[config.mk]
export PLATFORM = sky130hd
export DESIGN_NAME = sta_front
export DESIGN_NICKNAME = d
export VERILOG_FILES = /design/src/rtl/sta_pkg.sv /design/src/rtl/sta_front.sv
export SDC_FILE = /design/constraint.sdc
export NUM_CORES = 1
export LEC_CHECK = 0
export ABC_CLOCK_PERIOD_IN_PS = 11140
export BUFFER_PORTS_ARGS = -buffer_cell sky130_fd_sc_hd__buf_2
export CAP_MARGIN = 30
export CORE_MARGIN = 8
export CORE_UTILIZATION = 45
export CTS_BUF_LIST = sky130_fd_sc_hd__clkbuf_4
export DETAILED_ROUTE_END_ITERATION = 7
export GPL_TIMING_DRIVEN = 1
export PLACE_DENSITY = 0.71
export SYNTH_ARGS = -nofsm -noshare
export SYNTH_HDL_FRONTEND = slang
export SYNTH_SLANG_ARGS = --single-unit
export TNS_END_PERCENT = 5
[constraint.sdc]
create_clock -name clk -period 11.14 [get_ports clk]
set_input_delay 2.228 -clock clk [delete_from_list [all_inputs] [get_ports clk]]
set_output_delay 2.228 -clock clk [all_outputs]
set_load 0.05 [all_outputs]
[src/rtl/sta_pkg.sv]
// Package: types and constants shared by the station table modules.
package sta_pkg;

    localparam int unsigned DEFAULT_DEPTH = 64;
    localparam logic [31:0] TIMEOUT_RESET = 32'd60000;

    localparam logic [1:0] FUNC_OBSERVE = 2'd0;
    localparam logic [1:0] FUNC_AGE     = 2'd1;
    localparam logic [1:0] FUNC_READ    = 2'd2;
    localparam logic [1:0] FUNC_NONE    = 2'd3;

    localparam logic [2:0] ST_UPDATED = 3'd0;
    localparam logic [2:0] ST_INSERTED = 3'd1;
    localparam logic [2:0] ST_DROPPED = 3'd2;
    localparam logic [2:0] ST_AGED    = 3'd3;
    localparam logic [2:0] ST_READ    = 3'd4;

    typedef struct packed {
        logic [1:0]        func;
        logic [47:0]       station_mac;
        logic [47:0]       access_point_bssid;
        logic              bssid_present;
        logic signed [7:0] signal_dbm;
        logic [31:0]       now_ms;
        logic [5:0]        read_slot;
    } in_item_t;

    typedef struct packed {
        logic [2:0]        status;
        logic [5:0]        slot_index;
        logic [6:0]        aged_count;
        logic [47:0]       entry_mac;
        logic [47:0]       entry_bssid;
        logic signed [7:0] entry_signal;
        logic [1:0]        entry_flags;
        logic [31:0]       entry_seen_ms;
        logic [6:0]        used_entries;
    } out_item_t;

    typedef enum logic [2:0] {
        S_IDLE,
        S_WALK,
        S_WAIT,
        S_CHECK,
        S_WRITE,
        S_READ,
        S_RDATA,
        S_OUT
    } eng_state_t;

endpackage

[src/rtl/sta_front.sv]
// Front: accepts items, drops unknown codes, holds a two-entry queue.
module sta_front (
    input  logic            clk,
    input  logic            rst_n,
    input  logic            in_valid,
    output logic            in_stall,
    input  sta_pkg::in_item_t in_item,
    output logic            q_valid,
    input  logic            q_take,
    output sta_pkg::in_item_t q_item
);
    sta_pkg::in_item_t buf_reg [2];
    logic       rd_ptr_reg, wr_ptr_reg;
    logic [1:0] cnt_reg;
    logic       push, pop;

    assign in_stall = (cnt_reg == 2'd2);
    // unknown function codes are swallowed here
    assign push = in_valid && !in_stall && (in_item.func != sta_pkg::FUNC_NONE);
    assign pop = q_take && q_valid;
    assign q_valid = (cnt_reg != 2'd0);
    assign q_item = buf_reg[rd_ptr_reg];

    // queue storage
    always_ff @(posedge clk)
    begin
        if (push)
        begin
            buf_reg[wr_ptr_reg] <= in_item;
        end
    end

    // queue pointers
    always_ff @(posedge clk or negedge rst_n)
    begin
        if (!rst_n)
        begin
            rd_ptr_reg <= 1'b0;
            wr_ptr_reg <= 1'b0;
            cnt_reg    <= 2'd0;
        end
        else
        begin
            if (push) wr_ptr_reg <= ~wr_ptr_reg;
            if (pop) rd_ptr_reg <= ~rd_ptr_reg;
            cnt_reg <= cnt_reg + {1'b0, push} - {1'b0, pop};
        end
    end
endmodule

==> results of run 1 <==
-- routing by layer --
metal / vias to the layer above / share of wire
met5: - / 0
met4: 0 / 0.013
met3: 30 / 0.12
met2: 258 / 0.49
met1: 2750 / 0.38
li1: 2668 / -
-- cell usage after synthesis --
master,count
mux2_2,145
clkbuf_8,10
xnor2_1,3
nor2_1,2
and2_1,1
nand3b_4,1
buf_6,6
dfrtp_1,4
nor2b_1,1
ha_1,2
inv_1,2
edfxtp_1,290
xor2_1,1
or2_1,1
nand2_1,1
-- path summary, 6_finish.rpt --
check / slack, ps / endpoint / startpoint / cells after the start
setup / recovery: 5700 / q_item[58] / rd_ptr_reg / 4
setup reg to reg: 8360 / buf_reg[0][48] / cnt_reg[1] / 6
min in group asynchronous: 1410 / cnt_reg[0] / rst_n / 1
max in group asynchronous: 9580 / rd_ptr_reg / rst_n / 1
hold / removal: 480 / cnt_reg[1] / cnt_reg[1] / 1
hold reg to reg: 480 / cnt_reg[1] / cnt_reg[1] / 1
-- per-stage QoR --
step	instances	utilization
4_1_cts	1211	0.577
3_5_place_dp	1076	0.535
6_report	1215	0.579
2_1_floorplan	470	-
5_1_grt	1213	0.578
3_3_place_gp	1073	0.532
-- worst register-to-register path: stages (launching register included) --
cell and delay (ps):
dfrtp_1 390, nor2b_1 150, nand3b_4 200, nor2_4 90
buf_4 680, buf_4 620, buf_12 320
-- report_power, final --
part / internal (uW) / leakage, uW / switching (uW)
Combinational: 437 / 0.00186 / 1140
Clock: 511 / 0.000585 / 407
Sequential: 1450 / 0.00272 / 89.7
-- cells by family after synthesis --
group                    after synthesis  share of synthesized area
adder cells (fa/ha/maj)                2                    0.00232
XOR/XNOR                               4                    0.00326
multiplexers                         145                      0.152
flip-flops                           294                      0.818
AND/OR/NAND/NOR                        7                    0.00465
buffers and inverters                 18                     0.0198
-- cell type report --
cell class,instances,share of cell area
diodes,3,0.000553
clock buffers,113,0.0625
clock inverters,22,0.0104
inverters,2,0.000553
multi-input cells,158,0.129
flip-flops and latches,294,0.649
well taps,319,0.0294
repair buffers,304,0.118
==> results.sh, run 1 <==
export IMPL_status="completed"
export IMPL_rows=56
export IMPL_crit_arrival_ps=3220
export IMPL_netlist_top_cells_area="edfxtp_1 (81%), mux2_2 (15%), clkbuf_8 (1.3%), dfrtp_1 (0.93%), buf_6 (0.63%)"
export IMPL_syn_avg_cell_area_sq_um=22.9
export IMPL_cts_resized_gates=0
export IMPL_ys_warn_count=0
export IMPL_fin_crit_sh=0.489
export IMPL_most_common_layout_cells="buf_2 (295), edfxtp_1 (290), mux2_2 (145)"
export IMPL_holdWs_ps=482
export IMPL_drc=0
export IMPL_rsz0062_at_grt="false"
export IMPL_start_util=0.459
export IMPL_drt_antenna_violating_nets=0
export IMPL_pin_count=296
export IMPL_max_cap_viol_count=0
export IMPL_numCtsBuffers=76
export IMPL_grt_max_degree=71
export IMPL_root_buffer="clkbuf_4"
export IMPL_cpMaxStageDelayCell="dfrtp_4"
export IMPL_p_total_uw=4030
export IMPL_critPathRequiredTime_ps=8910
export IMPL_dpl_hpwl_microns=14600
export IMPL_numPortBuffers=295
export IMPL_finalCriticalPeriod_ps=5440
export IMPL_dpl_instance_area_sq_mm=0.0126
export IMPL_antenna_found_initial=1
export IMPL_critPathTopFamily="buffers and inverters"
export IMPL_use_met2=0.243
export IMPL_via_per_inst=4.70
export IMPL_crit_fanout=68
export IMPL_peakVddDrop_v=0.000162
export IMPL_synthesis_nets=621
export IMPL_synth_cell_type_count=15
export IMPL_final_nets=987
export IMPL_tightestPinTransition_ps=946
export IMPL_setup_viol=0
export IMPL_setup_tns_ps=0
export IMPL_drv_slew=0
export IMPL_setup_ws_ps=5700
export IMPL_synth_ff_latch_count=294
export IMPL_cts_sinks=294
export IMPL_drt_wl_total_microns=22200
export IMPL_post_cts_setup_buffers=0
export IMPL_path_cells="buf_4 -> buf_12 -> mux2_2 -> buf_2"
export IMPL_power_density_mw_per_mm2=297
export IMPL_max_slew_margin=0.369
export IMPL_worstSetupPathType="reg -> out"
export IMPL_clock_skew_ps=34.7
export IMPL_layout_drive_gt1_share=0.641
export IMPL_die_w_microns=171
export IMPL_grt_total_usage=0.147
export IMPL_drtIter0Drc=303
export IMPL_finalHoldViolations=0
export IMPL_finalInstanceArea_sq_mm=0.0136
export IMPL_gr_usage_met3=0.0747
export IMPL_cp_num_buf_inv=3
export IMPL_clk_pin_slew_ps=60
export IMPL_dr_pass1_iters=6
export IMPL_critPathLaunchType="flip-flop"
export IMPL_yosys_area_top_type_share=0.809
export IMPL_overflow=0
export IMPL_hold_buffers=0
export IMPL_grt_pass1_vias=6288
export IMPL_fmax_mhz=184
export IMPL_ys_seq_area_frac=0.818
export IMPL_largest_reg_flops=290
export IMPL_cts_max_level=3
export IMPL_slowest_delay_ps=1030
export IMPL_p_leak_uw=0.00516
export IMPL_regArea_sq_mm=0.00881
export IMPL_busiest_layer="met2"
export IMPL_pre_cts_ws_ps=6280
export IMPL_core_sq_mm=0.0235
export IMPL_die_h_microns=171
export IMPL_fillCellCount=1824
export IMPL_yosysTopAreaCell="edfxtp_1"
export IMPL_clk_insertion_delay_late_ps=630
export IMPL_dieArea_sq_mm=0.0291
export IMPL_hold_path_class="reg -> reg"
export IMPL_synthCells=470
export IMPL_synth_area_sq_mm=0.0108
export IMPL_cts_tree="built"
export IMPL_grt_util_met1=0.161
export IMPL_gp_congestion=0.733
export IMPL_layout_commonest_cell="buf_2"
export IMPL_wire_per_inst_microns=18.3
export IMPL_vias=5706
export IMPL_end_kind="output port"
export IMPL_area_growth_pct=26.2
export IMPL_clockBufferDepth=3
export IMPL_multi_input_area_sq_mm=0.00176
export IMPL_grt_pass1_wl_microns=32900
Note: power is estimated with default switching activity, not from simulation.
==> run 2, diff against run 1 <==
--- a/config.mk
+++ b/config.mk
@@ -5,7 +5,7 @@
 export SDC_FILE = /design/constraint.sdc
 export NUM_CORES = 1
 export LEC_CHECK = 0
-export ABC_CLOCK_PERIOD_IN_PS = 11140
+export ABC_CLOCK_PERIOD_IN_PS = 5120
 export BUFFER_PORTS_ARGS = -buffer_cell sky130_fd_sc_hd__buf_2
 export CAP_MARGIN = 30
 export CORE_MARGIN = 8
==> constraint.sdc (replaced) <==
create_clock -name clk -period 5.12 [get_ports clk]
set_input_delay 1.024 -clock clk [delete_from_list [all_inputs] [get_ports clk]]
set_output_delay 1.024 -clock clk [all_outputs]
set_load 0.05 [all_outputs]
==> results.sh, run 2 (same netlist as run 1, synthesis figures left out) <==
export IMPL_status="completed"
export IMPL_finalCriticalPeriod_ps=3750
export IMPL_drc=0
export IMPL_critPathTopFamily="flip-flops"
export IMPL_numCtsBuffers=75
export IMPL_critPathLaunchType="flip-flop"
export IMPL_cp_num_buf_inv=2
export IMPL_clockBufferDepth=3
export IMPL_cts_tree="built"
export IMPL_tightestPinTransition_ps=900
export IMPL_drt_wl_total_microns=22700
export IMPL_grt_max_degree=74
export IMPL_gp_congestion=0.736
export IMPL_antenna_found_initial=5
export IMPL_largest_reg_flops=290
export IMPL_start_util=0.459
export IMPL_hold_buffers=0
export IMPL_slowest_delay_ps=990
export IMPL_peakVddDrop_v=0.000405
export IMPL_max_slew_margin=0.400
export IMPL_fin_crit_sh=0.733
export IMPL_root_buffer="clkbuf_4"
export IMPL_core_sq_mm=0.0235
export IMPL_cts_max_level=3
export IMPL_final_util=0.579
export IMPL_layout_drive_gt1_share=0.650
export IMPL_vias=5715
export IMPL_dieArea_sq_mm=0.0291
export IMPL_max_cap_viol_count=0
export IMPL_rows=56
export IMPL_clk_insertion_delay_late_ps=630
export IMPL_grt_pass1_vias=6284
export IMPL_overflow=0
export IMPL_p_leak_uw=0.00517
export IMPL_crit_arrival_ps=2730
export IMPL_grt_total_usage=0.150
export IMPL_hold_path_class="in -> async"
export IMPL_finalHoldViolations=0
export IMPL_reg2reg_slack_ps=2850
export IMPL_area_growth_pct=26.2
export IMPL_pin_count=296
export IMPL_wire_per_inst_microns=18.9
export IMPL_clock_skew_ps=30.2
export IMPL_path_cells="buf_4 -> mux2_2 -> buf_2"
export IMPL_dpl_hpwl_microns=15100
export IMPL_cts_resized_gates=0
export IMPL_cts_sinks=294
export IMPL_end_kind="output port"
export IMPL_dpl_instance_area_sq_mm=0.0125
export IMPL_die_h_microns=171
export IMPL_most_common_layout_cells="buf_2 (295), edfxtp_1 (290), mux2_2 (145)"
export IMPL_power_density_mw_per_mm2=652
export IMPL_finalInstanceArea_sq_mm=0.0136
export IMPL_worstSetupPathType="reg -> out"
export IMPL_layout_commonest_cell="buf_2"
export IMPL_pre_cts_ws_ps=1990
export IMPL_setup_viol=0
export IMPL_final_nets=985
export IMPL_crit_fanout=61
export IMPL_numPortBuffers=295
export IMPL_dr_pass1_iters=4
export IMPL_rsz0062_at_grt="false"
export IMPL_critPathRequiredTime_ps=4100
export IMPL_via_per_inst=4.75
export IMPL_die_w_microns=171
export IMPL_cpMaxStageDelayCell="dfrtp_4"
export IMPL_clk_pin_slew_ps=60
export IMPL_drv_slew=0
export IMPL_fmax_mhz=266
export IMPL_post_cts_setup_buffers=0
export IMPL_drt_antenna_violating_nets=0
export IMPL_drtIter0Drc=311
export IMPL_setup_ws_ps=1370
export IMPL_grt_pass1_wl_microns=33300
-- run 2: area by class of cell --
cell class	count	area (sq um)
Antenna cell	2	5.00
Clock inverter	8	136
Inverter	2	7.51
Tap cell	319	399
Sequential cell	294	8810
Clock buffer	116	871
Timing Repair Buffer	303	1590
Multi-Input combinational cell	158	1760
Fill cell	1875	9890
-- run 2: metal layers --
layer / global-route usage / wire, microns / vias up
li1: - / - / 2645
met1: 0.161 / 8460 / 2778
met2: 0.253 / 11400 / 237
met3: 0.0680 / 2340 / 47
met4: 0.0629 / 468 / 8
met5: 0 / 46 / -
-- run 2: where the power goes --
part / internal, uW / leakage [uW] / switching, uW
registers: 3150 / 0.00272 / 193
clock network: 1220 / 0.000599 / 865
logic: 945 / 0.00185 / 2490
total: 5310 / 0.00517 / 3550
-- run 2: final timing paths --
check,cells after the start,end,from
max reg2reg,5,buf_reg[0][16],cnt_reg[1]
max,3,q_item[59],rd_ptr_reg
min,1,rd_ptr_reg,rst_n
min reg2reg,1,cnt_reg[1],cnt_reg[1]
max in group asynchronous,1,rd_ptr_reg,rst_n
min in group clk,1,cnt_reg[1],cnt_reg[1]
-- run 2: per-stage QoR --
stage / TNS, ps / std cells / power [uW] / hold WS [ps]
after CTS: 0 / 1199 / 8980 / 129
after global routing: 0 / 1201 / 9240 / 143
final: 0 / 1202 / 8860 / 210
after global placement: 0 / 1075 / 6830 / 467
after detailed placement: 0 / 1075 / 6850 / 476
after floorplan: -94360 / 470 / 6180 / 452
